$ cat src/hw/rtl/sspc_pkg.sv
package sspc_pkg;

   localparam int MEM_WORDS = 65536;
   localparam int MEM_AW    = $clog2(MEM_WORDS);

   localparam logic [4:0] OP_ADD = 5'd0;
   localparam logic [4:0] OP_SUB = 5'd1;
   localparam logic [4:0] OP_LSF = 5'd2;
   localparam logic [4:0] OP_RSF = 5'd3;
   localparam logic [4:0] OP_AND = 5'd4;
   localparam logic [4:0] OP_OR  = 5'd5;
   localparam logic [4:0] OP_XOR = 5'd6;
   localparam logic [4:0] OP_LHI = 5'd7;
   localparam logic [4:0] OP_LD  = 5'd8;
   localparam logic [4:0] OP_ST  = 5'd9;
   localparam logic [4:0] OP_JLT = 5'd16;
   localparam logic [4:0] OP_JLE = 5'd17;
   localparam logic [4:0] OP_JEQ = 5'd18;
   localparam logic [4:0] OP_JNE = 5'd19;
   localparam logic [4:0] OP_JIN = 5'd20;
   localparam logic [4:0] OP_HLT = 5'd24;

   localparam logic [1:0] MODE_LOAD = 2'd0;
   localparam logic [1:0] MODE_TICK = 2'd1;
   localparam logic [1:0] MODE_READ = 2'd2;
   localparam logic [1:0] MODE_IDLE = 2'd3;

   localparam logic [2:0] REG_ZERO = 3'd0;
   localparam logic [2:0] REG_IMM  = 3'd1;
   localparam logic [2:0] REG_LINK = 3'd7;

   typedef struct packed {
      logic        en;
      logic [2:0]  addr;
      logic [31:0] data;
   } rf_wr_type;

   function automatic logic is_alu_op(input logic [4:0] op);
      return op <= OP_LHI;
   endfunction

   function automatic logic is_jump_op(input logic [4:0] op);
      return (op >= OP_JLT) && (op <= OP_JIN);
   endfunction

endpackage

$ cat src/hw/rtl/sspc_alu.sv
module sspc_alu import sspc_pkg::*; (
   input  logic [4:0]  op,
   input  logic [31:0] a,
   input  logic [31:0] b,
   output logic [31:0] res,
   output logic        ok
);

   logic lt;
   logic big;

   always_comb begin
      lt  = $signed(a) < $signed(b);
      big = b >= 32'd32;
      ok  = 1'b1;
      res = '0;
      case (op)
         OP_ADD: res = a + b;
         OP_SUB: res = a - b;
         OP_LSF: res = big ? 32'd0 : (a << b[4:0]);
         OP_RSF: res = big ? {32{a[31]}} : 32'($signed(a) >>> b[4:0]);
         OP_AND: res = a & b;
         OP_OR:  res = a | b;
         OP_XOR: res = a ^ b;
         OP_LHI: res = {b[15:0], a[15:0]};
         OP_JLT: res = {31'd0, lt};
         OP_JLE: res = {31'd0, lt || (a == b)};
         OP_JEQ: res = {31'd0, a == b};
         OP_JNE: res = {31'd0, a != b};
         OP_JIN: res = 32'd1;
         default: ok = 1'b0;
      endcase
   end

endmodule
$ cat config.mk
export PLATFORM = sky130hd
export DESIGN_NAME = sspc_alu
export DESIGN_NICKNAME = d
export VERILOG_FILES = /design/src/hw/rtl/sspc_pkg.sv /design/src/hw/rtl/sspc_alu.sv
export SDC_FILE = /design/constraint.sdc
export NUM_CORES = 1
export LEC_CHECK = 0
export ABC_CLOCK_PERIOD_IN_PS = 2800
export BUFFER_PORTS_ARGS = -buffer_cell sky130_fd_sc_hd__buf_2
export CAP_MARGIN = 15
export CELL_PAD_IN_SITES_DETAIL_PLACEMENT = 1
export CELL_PAD_IN_SITES_GLOBAL_PLACEMENT = 2
export CORE_ASPECT_RATIO = 2
export CORE_MARGIN = 4
export CORE_UTILIZATION = 31
export DETAILED_ROUTE_END_ITERATION = 16
export GPL_TIMING_DRIVEN = 0
export PLACE_DENSITY_LB_ADDON = 0.05
export SLEW_MARGIN = 10
export SYNTH_ARGS = -nofsm -noshare
export SYNTH_HDL_FRONTEND = slang
export SYNTH_SLANG_ARGS = --single-unit
export TNS_END_PERCENT = 5
$ cat constraint.sdc
create_clock -name vclk -period 2.8
set_input_delay 0 -clock vclk [all_inputs]
set_output_delay 0 -clock vclk [all_outputs]
set_load 0.005 [all_outputs]
==> flow_summary.toml <==
[layout]
n_clock_buffer = 0
seq_cells = 0
nets = 1694
fin_util = 0.413
antenna_cells = 0
drive_gt1_frac = 0.274
layout.area.seq_um2 = 0
stdcell_area_mm2 = 0.0117
multi_input_area_mm2 = 0.00902
fillers = 3646
areaGrowthSynthToFinish_pct = 31.6

[route]
vias = 12500
wl_per_cell_um = 36.4
drt-initial-drc-count = 866
via_per_inst = 6.63
drtPass1Iterations = 7
antenna_left = 0
route.detailed.drc = 0
drt_wl_total_mm = 68.4

[synthesis]
synth.area.top_cells = "ha_1 (14%), a21oi_1 (7.5%), mux2i_1 (7.0%)"
synth_warnings = 0
yosysSeqAreaShare = 0
synth_top_area_cell = "ha_1"
synth_cell_type_count = 80
syn_inst = 1363
syn_area_per_cell_um2 = 6.52
synth.top_cell.area_share = 0.136
yosys-top-cells-count = "nor2_1 (145), a21oi_1 (134), nand2_1 (128)"
syn-num-nets = 1531
synth.most_common_cell = "nor2_1"
syn_area_mm2 = 0.00889

[floorplan]
chipWidth_um = 128
core.rowCount = 87
initial_core_util = 0.314
dieArea_mm2 = 0.0316
core_mm2 = 0.0283
io_pins = 102
fp.dieH_um = 248

[global_routing]
grt_use_total = 0.417
overflow = 0
grt_max_degree = 11
grt_pass1_wl_mm = 94.8
grt_pass1_vias = 12900
antenna_found_initial = 2

[sta]
slew_viol_final = 0
hold_slack_ns = 0.286
rsz0062_at_grt = "true"
fin_crit_ns = 3.11
setup_viol = 25
fin_ws_ns = -0.312
max_freq_mhz = 321
tightest_slew_ns = 0.951
layout_worst_path_cycle_share = 1.11
hold_viol = 0
max_slew_margin = 0.366

[power]
p_leak_nw = 4.92
ir_worst_vdd_v = 0.0000959
p_per_area_mw_per_mm2 = 223
finalPower_mw = 2.61

[place]
post-dp-hpwl_mm = 54.4
port_buffers = 100
gp_congestion = 1.04
place_area_mm2 = 0.00984
pre_cts_slack_ns = -2.31

[setup_path]
setup.worst_path.class = "in2out"
cp.required_ns = 2.80
critPathArrivalTime_ns = 3.11
worstSetupStartpointType = "input pin"
end_kind = "output port"
cp_max_fo = 5

[worst_hold_path]
hold_class = "in2out"

[run_status]
violations = "negative setup slack"
status = "finished with violations"

[job]
maxCapViolations = 0

[clocking]
cts_hold_buffers = 0
-- cells in the final DEF (no fill, tap or decap), types with 13 or more instances in the layout --
master / count
nor2_1: 142
nand2_1: 124
a21oi_1: 120
o21ai_0: 94
buf_2: 87
inv_1: 82
ha_1: 80
buf_4: 77
mux2i_1: 53
o211ai_1: 37
clkbuf_1: 33
o21ai_1: 28
mux4_2: 26
nor3_1: 24
clkbuf_2: 18
clkbuf_4: 18
a211oi_1: 18
nand3_1: 16
xnor2_1: 16
a22oi_1: 16
a221oi_1: 15
a31oi_1: 14
a21o_1: 14
nor4_1: 13
ha_4: 13
-- per-layer routing --
| metal | track usage | vias to the layer above | part of all wire |
|---|---|---|---|
| li1 | - | 5383 | - |
| met1 | 0.407 | 6084 | 0.32 |
| met2 | 0.714 | 643 | 0.48 |
| met5 | 0 | - | 0.00019 |
| met3 | 0.0730 | 348 | 0.060 |
| met4 | 0.420 | 2 | 0.14 |
-- worst max-delay path, stage by stage --
cell and delay, ns:
buf_12 0.12, inv_12 0.04, clkbuf_16 0.17, ha_4 0.32
nor3_4 0.05, o31ai_4 0.38, a31oi_4 0.15, buf_4 0.17
o31ai_4 0.30, nand3_2 0.20, o41ai_4 0.38, a21oi_2 0.14
xnor2_2 0.33, o221ai_2 0.16, buf_2 0.17
-- area by class of cell --
type	count	area share
buffer	96	0.0561
inverter	100	0.0375
tap	356	0.0381
multi-input combinational	1161	0.771
timing repair buffer	167	0.0976
-- per-stage QoR --
stage,setup TNS [ns],std cells
detailed placement,-43.54,1819
floorplan,-0.00373,1363
global placement,-44.63,1819
CTS,-2.48,1864
global route,-4.23,1880
finish,-3.40,1880
-- cells by family (layout without fill, tap and decap cells) --
family	count (synthesis)	count (layout)	synth area share
AOI/OAI and AO/OA	513	513	0.373
muxes	100	100	0.151
and+or+nand+nor	423	423	0.218
buffers and inverters	202	363	0.0919
adders and majority gates	99	99	0.141
xor gates and xnor gates	26	26	0.0256
-- worst paths after layout --
check / from / cells after the start / end
setup / recovery: b[2] / 15 / res[26]
hold / removal: op[3] / 3 / ok
-- repair_timing --
action / in CTS / in global routing
buffers inserted: 46 / 20
pin swaps: 48 / 38
endpoints found under the setup margin: 32 / 31
gates resized for setup: 260 / 88
-- report_power, final --
part / total, mW / internal [mW] / switching, mW
Combinational: 2.61 / 0.906 / 1.70
Clock: 0 / 0 / 0
Sequential: 0 / 0 / 0
Total: 2.61 / 0.906 / 1.70
(Power assumes the default switching activity.)
