## src/hw/rtl/sspc_pkg.sv

```systemverilog
package sspc_pkg;

   localparam int MEM_WORDS = 65536;
   localparam int MEM_AW    = $clog2(MEM_WORDS);

   localparam logic [4:0] OP_ADD = 5'd0;
   localparam logic [4:0] OP_SUB = 5'd1;
   localparam logic [4:0] OP_LSF = 5'd2;
   localparam logic [4:0] OP_RSF = 5'd3;
   localparam logic [4:0] OP_AND = 5'd4;
   localparam logic [4:0] OP_OR  = 5'd5;
   localparam logic [4:0] OP_XOR = 5'd6;
   localparam logic [4:0] OP_LHI = 5'd7;
   localparam logic [4:0] OP_LD  = 5'd8;
   localparam logic [4:0] OP_ST  = 5'd9;
   localparam logic [4:0] OP_JLT = 5'd16;
   localparam logic [4:0] OP_JLE = 5'd17;
   localparam logic [4:0] OP_JEQ = 5'd18;
   localparam logic [4:0] OP_JNE = 5'd19;
   localparam logic [4:0] OP_JIN = 5'd20;
   localparam logic [4:0] OP_HLT = 5'd24;

   localparam logic [1:0] MODE_LOAD = 2'd0;
   localparam logic [1:0] MODE_TICK = 2'd1;
   localparam logic [1:0] MODE_READ = 2'd2;
   localparam logic [1:0] MODE_IDLE = 2'd3;

   localparam logic [2:0] REG_ZERO = 3'd0;
   localparam logic [2:0] REG_IMM  = 3'd1;
   localparam logic [2:0] REG_LINK = 3'd7;

   typedef struct packed {
      logic        en;
      logic [2:0]  addr;
      logic [31:0] data;
   } rf_wr_type;

   function automatic logic is_alu_op(input logic [4:0] op);
      return op <= OP_LHI;
   endfunction

   function automatic logic is_jump_op(input logic [4:0] op);
      return (op >= OP_JLT) && (op <= OP_JIN);
   endfunction

endpackage

```

## src/hw/rtl/sspc_rf.sv

```systemverilog
module sspc_rf import sspc_pkg::*; (
   input  logic        clock,
   input  logic        reset,
   input  logic        re,
   input  logic [2:0]  ra0,
   input  logic [2:0]  ra1,
   input  rf_wr_type   wr,
   output logic [31:0] rq0,
   output logic [31:0] rq1
);

   logic [31:0] regs_ff [8];

   // write-through on the read ports: a read in the writing cycle sees the new value
   always_ff @(posedge clock) begin
      if (reset) begin
         for (int i = 0; i < 8; i++) begin
            regs_ff[i] <= '0;
         end
      end else if (wr.en) begin
         regs_ff[wr.addr] <= wr.data;
      end
      if (re) begin
         rq0 <= (wr.en && wr.addr == ra0) ? wr.data : regs_ff[ra0];
         rq1 <= (wr.en && wr.addr == ra1) ? wr.data : regs_ff[ra1];
      end
   end

endmodule

```

## config.mk

```make
export PLATFORM = sky130hd
export DESIGN_NAME = sspc_rf
export DESIGN_NICKNAME = d
export VERILOG_FILES = /design/src/hw/rtl/sspc_pkg.sv /design/src/hw/rtl/sspc_rf.sv
export SDC_FILE = /design/constraint.sdc
export NUM_CORES = 1
export LEC_CHECK = 0
export BUFFER_PORTS_ARGS = -buffer_cell sky130_fd_sc_hd__buf_2
export CORE_ASPECT_RATIO = 0.5
export CORE_UTILIZATION = 55
export DETAILED_ROUTE_END_ITERATION = 8
export PLACE_DENSITY = 0.85
export REMOVE_ABC_BUFFERS = 1
export SLEW_MARGIN = 30
export SYNTH_ARGS = -nofsm -noshare
export SYNTH_HDL_FRONTEND = slang
export SYNTH_SLANG_ARGS = --single-unit
export TNS_END_PERCENT = 100
```

## constraint.sdc

```tcl
create_clock -name clock -period 2.1 [get_ports clock]
set_clock_uncertainty 0.2 [all_clocks]
set_input_delay 0 -clock clock [delete_from_list [all_inputs] [get_ports clock]]
set_output_delay 0 -clock clock [all_outputs]
set_load 0.03 [all_outputs]
```

==> impl_results.html <==
<table>
<tr><th>Metric</th><th>Value</th></tr>
<tr><th colspan="2">Power</th></tr>
<tr><td>IR Drop Worst-Case VDD</td><td>0.597 mV</td></tr>
<tr><td>Static leakage</td><td>around 7 nW</td></tr>
<tr><td>Cell Pwr Density</td><td>approximately 800 mW/mm2</td></tr>
<tr><td>Total Power Consumption</td><td>~15 mW</td></tr>
<tr><th colspan="2">STA</th></tr>
<tr><td>Final hold vios</td><td>0</td></tr>
<tr><td>Final slew viol count</td><td>0</td></tr>
<tr><td>RSZ-0062 raised after global routing</td><td>false</td></tr>
<tr><td>Actual transition at the worst max-transition pin</td><td>0.515 ns</td></tr>
<tr><td>Post-route worst setup slack</td><td>between 0.1 and 0.15 ns</td></tr>
<tr><td>Relative slew margins</td><td>0.657</td></tr>
<tr><td>Final critical delay including setup and external delays</td><td>1.97 ns</td></tr>
<tr><td>Final-layout worst hold slack</td><td>0.0103 ns</td></tr>
<tr><td>Post-route clock period utilization</td><td>0.938</td></tr>
<tr><td>Number of setup violations in the final report</td><td>0</td></tr>
<tr><td>Sum Neg Setup Slack</td><td>0 ns</td></tr>
<tr><td>Max frequency</td><td>0.507 GHz</td></tr>
<tr><th colspan="2">Job</th></tr>
<tr><td>Number of max-cap violations</td><td>0</td></tr>
<tr><th colspan="2">Min path</th></tr>
<tr><td>Tightest Hold Check Type</td><td>primary input to flip-flop</td></tr>
<tr><td>Min-delay src</td><td>ra1[1]</td></tr>
<tr><th colspan="2">Detailed routing</th></tr>
<tr><td>Iteration-0 DRC Markers</td><td>between 1,000 and 1,500</td></tr>
<tr><td>Via density</td><td>between 6 and 7</td></tr>
<tr><td>Routed wl met2</td><td>20.4 mm</td></tr>
<tr><td>Per-cell routed wire length</td><td>27.0 um</td></tr>
<tr><td>Met3 Wirelength</td><td>around 3.6 mm</td></tr>
<tr><td>Wire length on met1</td><td>15.4 mm</td></tr>
<tr><td>Drt first pass iters</td><td>5</td></tr>
<tr><td>Highest metal used</td><td>met4</td></tr>
<tr><td>WL final</td><td>40.8 mm</td></tr>
<tr><td>Number of nets still failing antenna checks after routing</td><td>0</td></tr>
<tr><td>Total vias in the final route</td><td>9,642</td></tr>
<tr><td>Drt drc</td><td>0</td></tr>
<tr><th colspan="2">Global routing</th></tr>
<tr><td>Number of global-route vias before repair</td><td>between 10,000 and 15,000</td></tr>
<tr><td>Overall global routing resource usage</td><td>0.271</td></tr>
<tr><td>Number of antenna violations at the first check in global routing</td><td>0</td></tr>
<tr><td>Largest net degree at the start of global routing</td><td>65</td></tr>
<tr><td>Wire length of the first global-routing pass</td><td>a little over 60 mm</td></tr>
<tr><td>Residual overflow from global routing</td><td>0</td></tr>
<tr><th colspan="2">Placement</th></tr>
<tr><td>Post-detailed-placement cell area</td><td>approximately 0.018 mm2</td></tr>
<tr><td>Final RePlAce weighted congestion</td><td>0.813</td></tr>
<tr><td>Half-perimeter wire length after detailed placement</td><td>24.0 mm</td></tr>
<tr><td>Placed cells</td><td>1,417</td></tr>
<tr><td>Worst slack after detailed placement</td><td>0.0667 ns</td></tr>
<tr><td>Count of input and output buffers</td><td>108</td></tr>
<tr><th colspan="2">Clocking</th></tr>
<tr><td>Number of clock buffers inserted by TritonCTS</td><td>30</td></tr>
<tr><td>Post-cts resize count</td><td>0</td></tr>
<tr><td>TritonCTS clock tree</td><td>done</td></tr>
<tr><td>Number of buffers inserted by post-CTS setup repair</td><td>0</td></tr>
<tr><td>Clock sink count</td><td>320</td></tr>
<tr><td>Root Buffer Master</td><td>sky130_fd_sc_hd__clkbuf_16</td></tr>
<tr><td>Bufs on Longest Clock Path</td><td>3</td></tr>
<tr><td>H-tree depth</td><td>1</td></tr>
<tr><td>Clock transition at the registers of the reported paths</td><td>0.07 ns</td></tr>
<tr><td>Clock latency on the worst-skew pair</td><td>0.57 ns</td></tr>
<tr><th colspan="2">Worst setup path</th></tr>
<tr><td>Reg-to-reg slack, setup</td><td>~0.13 ns</td></tr>
<tr><td>Timing startpoint of the critical path</td><td>regs_ff[5][13]$_SDFFCE_PN0P_</td></tr>
<tr><td>Reg-to-reg startpoint</td><td>regs_ff[5][13]$_SDFFCE_PN0P_</td></tr>
<tr><td>Data required time at the worst endpoint</td><td>2.23 ns</td></tr>
<tr><td>Worst setup SP type</td><td>flip-flop</td></tr>
<tr><td>Setup Crit Path Kind</td><td>flip-flop to flip-flop</td></tr>
<tr><td>Setup crit end kind</td><td>flip-flop</td></tr>
<tr><td>Worst Path Max Fanout</td><td>2</td></tr>
<tr><td>Arrival time of data at the critical path endpoint</td><td>2.10 ns</td></tr>
<tr><th colspan="2">Logic synthesis</th></tr>
<tr><td>Number of enable flip-flop cells after synthesis</td><td>320</td></tr>
<tr><td>Compound-Gate Fraction of Synth Area</td><td>0</td></tr>
<tr><td>Number of distinct library cell variants in the gate-level netlist after synthesis</td><td>22</td></tr>
<tr><td>Post-synthesis average cell area</td><td>17.7 um2</td></tr>
<tr><td>Primary flip-flop cell chosen by synthesis mapping</td><td>sky130_fd_sc_hd__edfxtp_1</td></tr>
<tr><td>Multiplexer share of the synthesized area</td><td>0.280</td></tr>
<tr><td>Number of flip-flops and latches in the synthesized netlist</td><td>320</td></tr>
<tr><td>Share of synthesized flip-flops with an asynchronous set or reset</td><td>0</td></tr>
<tr><td>Yosys warning count</td><td>0</td></tr>
<tr><td>Simple logic cell fraction of the synthesized area</td><td>0.105</td></tr>
<tr><td>Share of synthesized area occupied by flip-flops and latches</td><td>0.586</td></tr>
<tr><td>Largest family of logic cells by synthesized area</td><td>multiplexers</td></tr>
<tr><td>Cells after Synth</td><td>929</td></tr>
<tr><td>Arithmetic-cell share of the synthesized area counting full adders, half adders and majority gates</td><td>0</td></tr>
<tr><td>Xor-xnor portion of the synthesized cell area</td><td>0.00320</td></tr>
<tr><td>Mapped Area</td><td>0.0164 mm2</td></tr>
<tr><th colspan="2">Floorplan</th></tr>
<tr><td>Area of the die</td><td>just over 0.03 mm2</td></tr>
<tr><td>Width of the chip</td><td>between 200 and 250 um</td></tr>
<tr><td>Floorplan die height</td><td>roughly 120 um</td></tr>
<tr><td>Initial core utilization</td><td>0.562</td></tr>
<tr><td>Cell row count</td><td>44</td></tr>
<tr><td>Area of the core</td><td>0.0292 mm2</td></tr>
<tr><td>Top-Level Pins</td><td>109</td></tr>
<tr><th colspan="2">Layout</th></tr>
<tr><td>Final layout net count</td><td>1,138</td></tr>
<tr><td>Antenna cell count</td><td>0</td></tr>
<tr><td>Filler cells</td><td>1,859</td></tr>
<tr><td>Core Util, Final</td><td>0.651</td></tr>
<tr><td>Multi-input logic area</td><td>0.00640 mm2</td></tr>
<tr><td>Area growth from synthesis to final layout</td><td>15.8%</td></tr>
<tr><td>Final design area excluding fillers</td><td>0.0190 mm2</td></tr>
<tr><td>Final cell count without fillers</td><td>about 1,500</td></tr>
<tr><td>Fraction of final layout cells sized beyond drive strength 1</td><td>0.389</td></tr>
<tr><td>Register area</td><td>0.00961 mm2</td></tr>
<tr><th colspan="2">Outcome</th></tr>
<tr><td>Run status</td><td>completed</td></tr>
</table>
## layout make-up
class | count | share of cell area
flip-flops and latches | 320 | 0.506
well taps | 391 | 0.0258
repair buffers | 200 | 0.0802
clock inverters | 21 | 0.00949
clock buffers | 35 | 0.0416
multi-input cells | 541 | 0.337
## worst paths after layout
path / cells after the start / endpoint
max: 3 / rq0[13]$_DFFE_PP_
min: 4 / rq1[3]$_DFFE_PP_
max reg2reg: 3 / rq0[13]$_DFFE_PP_
min reg2reg: 3 / rq0[6]$_DFFE_PP_
## critical path, stage by stage, from the launching register on
cell and delay (ns):
sky130_fd_sc_hd__edfxtp_1 0.41, sky130_fd_sc_hd__mux4_1 0.56, sky130_fd_sc_hd__mux2_2 0.30, sky130_fd_sc_hd__mux2_4 0.26
## power breakdown
group	switching (mW)	internal, mW	total [mW]
sequential	0.212	7.55	7.76
combinational	1.10	1.05	2.15
clock	2.41	3.06	5.47
## state kept, by name, indices dropped and copies added (netlist names)
name and flops:
regs_ff 256, rq0 32, rq1 32
## timing repair
action                     in CTS  in global routing
hold buffers                   35                  0
setup endpoints to repair       0                  0
hold endpoints to repair      558                  0
## Yosys cell counts (3+ instances only)
cell / number / area (um2)
sky130_fd_sc_hd__edfxtp_1: 320 / 9610
sky130_fd_sc_hd__and2_1: 256 / 1600
sky130_fd_sc_hd__mux2_2: 103 / 1160
sky130_fd_sc_hd__mux4_2: 81 / 1820
sky130_fd_sc_hd__mux4_1: 47 / 1230
sky130_fd_sc_hd__clkbuf_1: 42 / 158
sky130_fd_sc_hd__mux2_4: 25 / 375
sky130_fd_sc_hd__or2_1: 8 / 50.1
sky130_fd_sc_hd__buf_2: 7 / 35.0
sky130_fd_sc_hd__nor2_1: 6 / 22.5
sky130_fd_sc_hd__xnor2_1: 6 / 52.6
sky130_fd_sc_hd__buf_1: 4 / 15.0
sky130_fd_sc_hd__buf_12: 4 / 80.1
sky130_fd_sc_hd__buf_6: 4 / 45.0
sky130_fd_sc_hd__buf_8: 4 / 60.1
sky130_fd_sc_hd__buf_4: 3 / 22.5
## routing by layer
layer,up-vias,GRT usage
li1,3988,-
met1,4987,0.347
met2,553,0.466
met3,114,0.0537
met4,0,0.0986
met5,-,0
## logic make-up (layout without fill, tap and decap cells)
family        after synthesis  in the layout
mux                       256            256
flops                     320            320
simple gates              279            279
buf+inv                    68            256
xor+xnor                    6              6
## cell usage in the layout (no fill, tap or decap), types with 2 or more instances in the layout
| master | count |
|---|---|
| sky130_fd_sc_hd__and2_1 | 256 |
| sky130_fd_sc_hd__buf_12 | 16 |
| sky130_fd_sc_hd__buf_2 | 106 |
| sky130_fd_sc_hd__buf_4 | 43 |
| sky130_fd_sc_hd__bufinv_16 | 3 |
| sky130_fd_sc_hd__clkbuf_1 | 4 |
| sky130_fd_sc_hd__clkbuf_16 | 31 |
| sky130_fd_sc_hd__clkinv_1 | 7 |
| sky130_fd_sc_hd__clkinv_2 | 8 |
| sky130_fd_sc_hd__clkinvlp_4 | 2 |
| sky130_fd_sc_hd__dlygate4sd3_1 | 35 |
| sky130_fd_sc_hd__edfxtp_1 | 320 |
| sky130_fd_sc_hd__mux2_2 | 103 |
| sky130_fd_sc_hd__mux2_4 | 25 |
| sky130_fd_sc_hd__mux4_1 | 47 |
| sky130_fd_sc_hd__mux4_2 | 81 |
| sky130_fd_sc_hd__nand2b_1 | 2 |
| sky130_fd_sc_hd__nand4_1 | 2 |
| sky130_fd_sc_hd__nor2_2 | 6 |
| sky130_fd_sc_hd__nor3_2 | 2 |
| sky130_fd_sc_hd__or2_2 | 7 |
| sky130_fd_sc_hd__xnor2_1 | 6 |
Power figures use the tool's default switching activity.
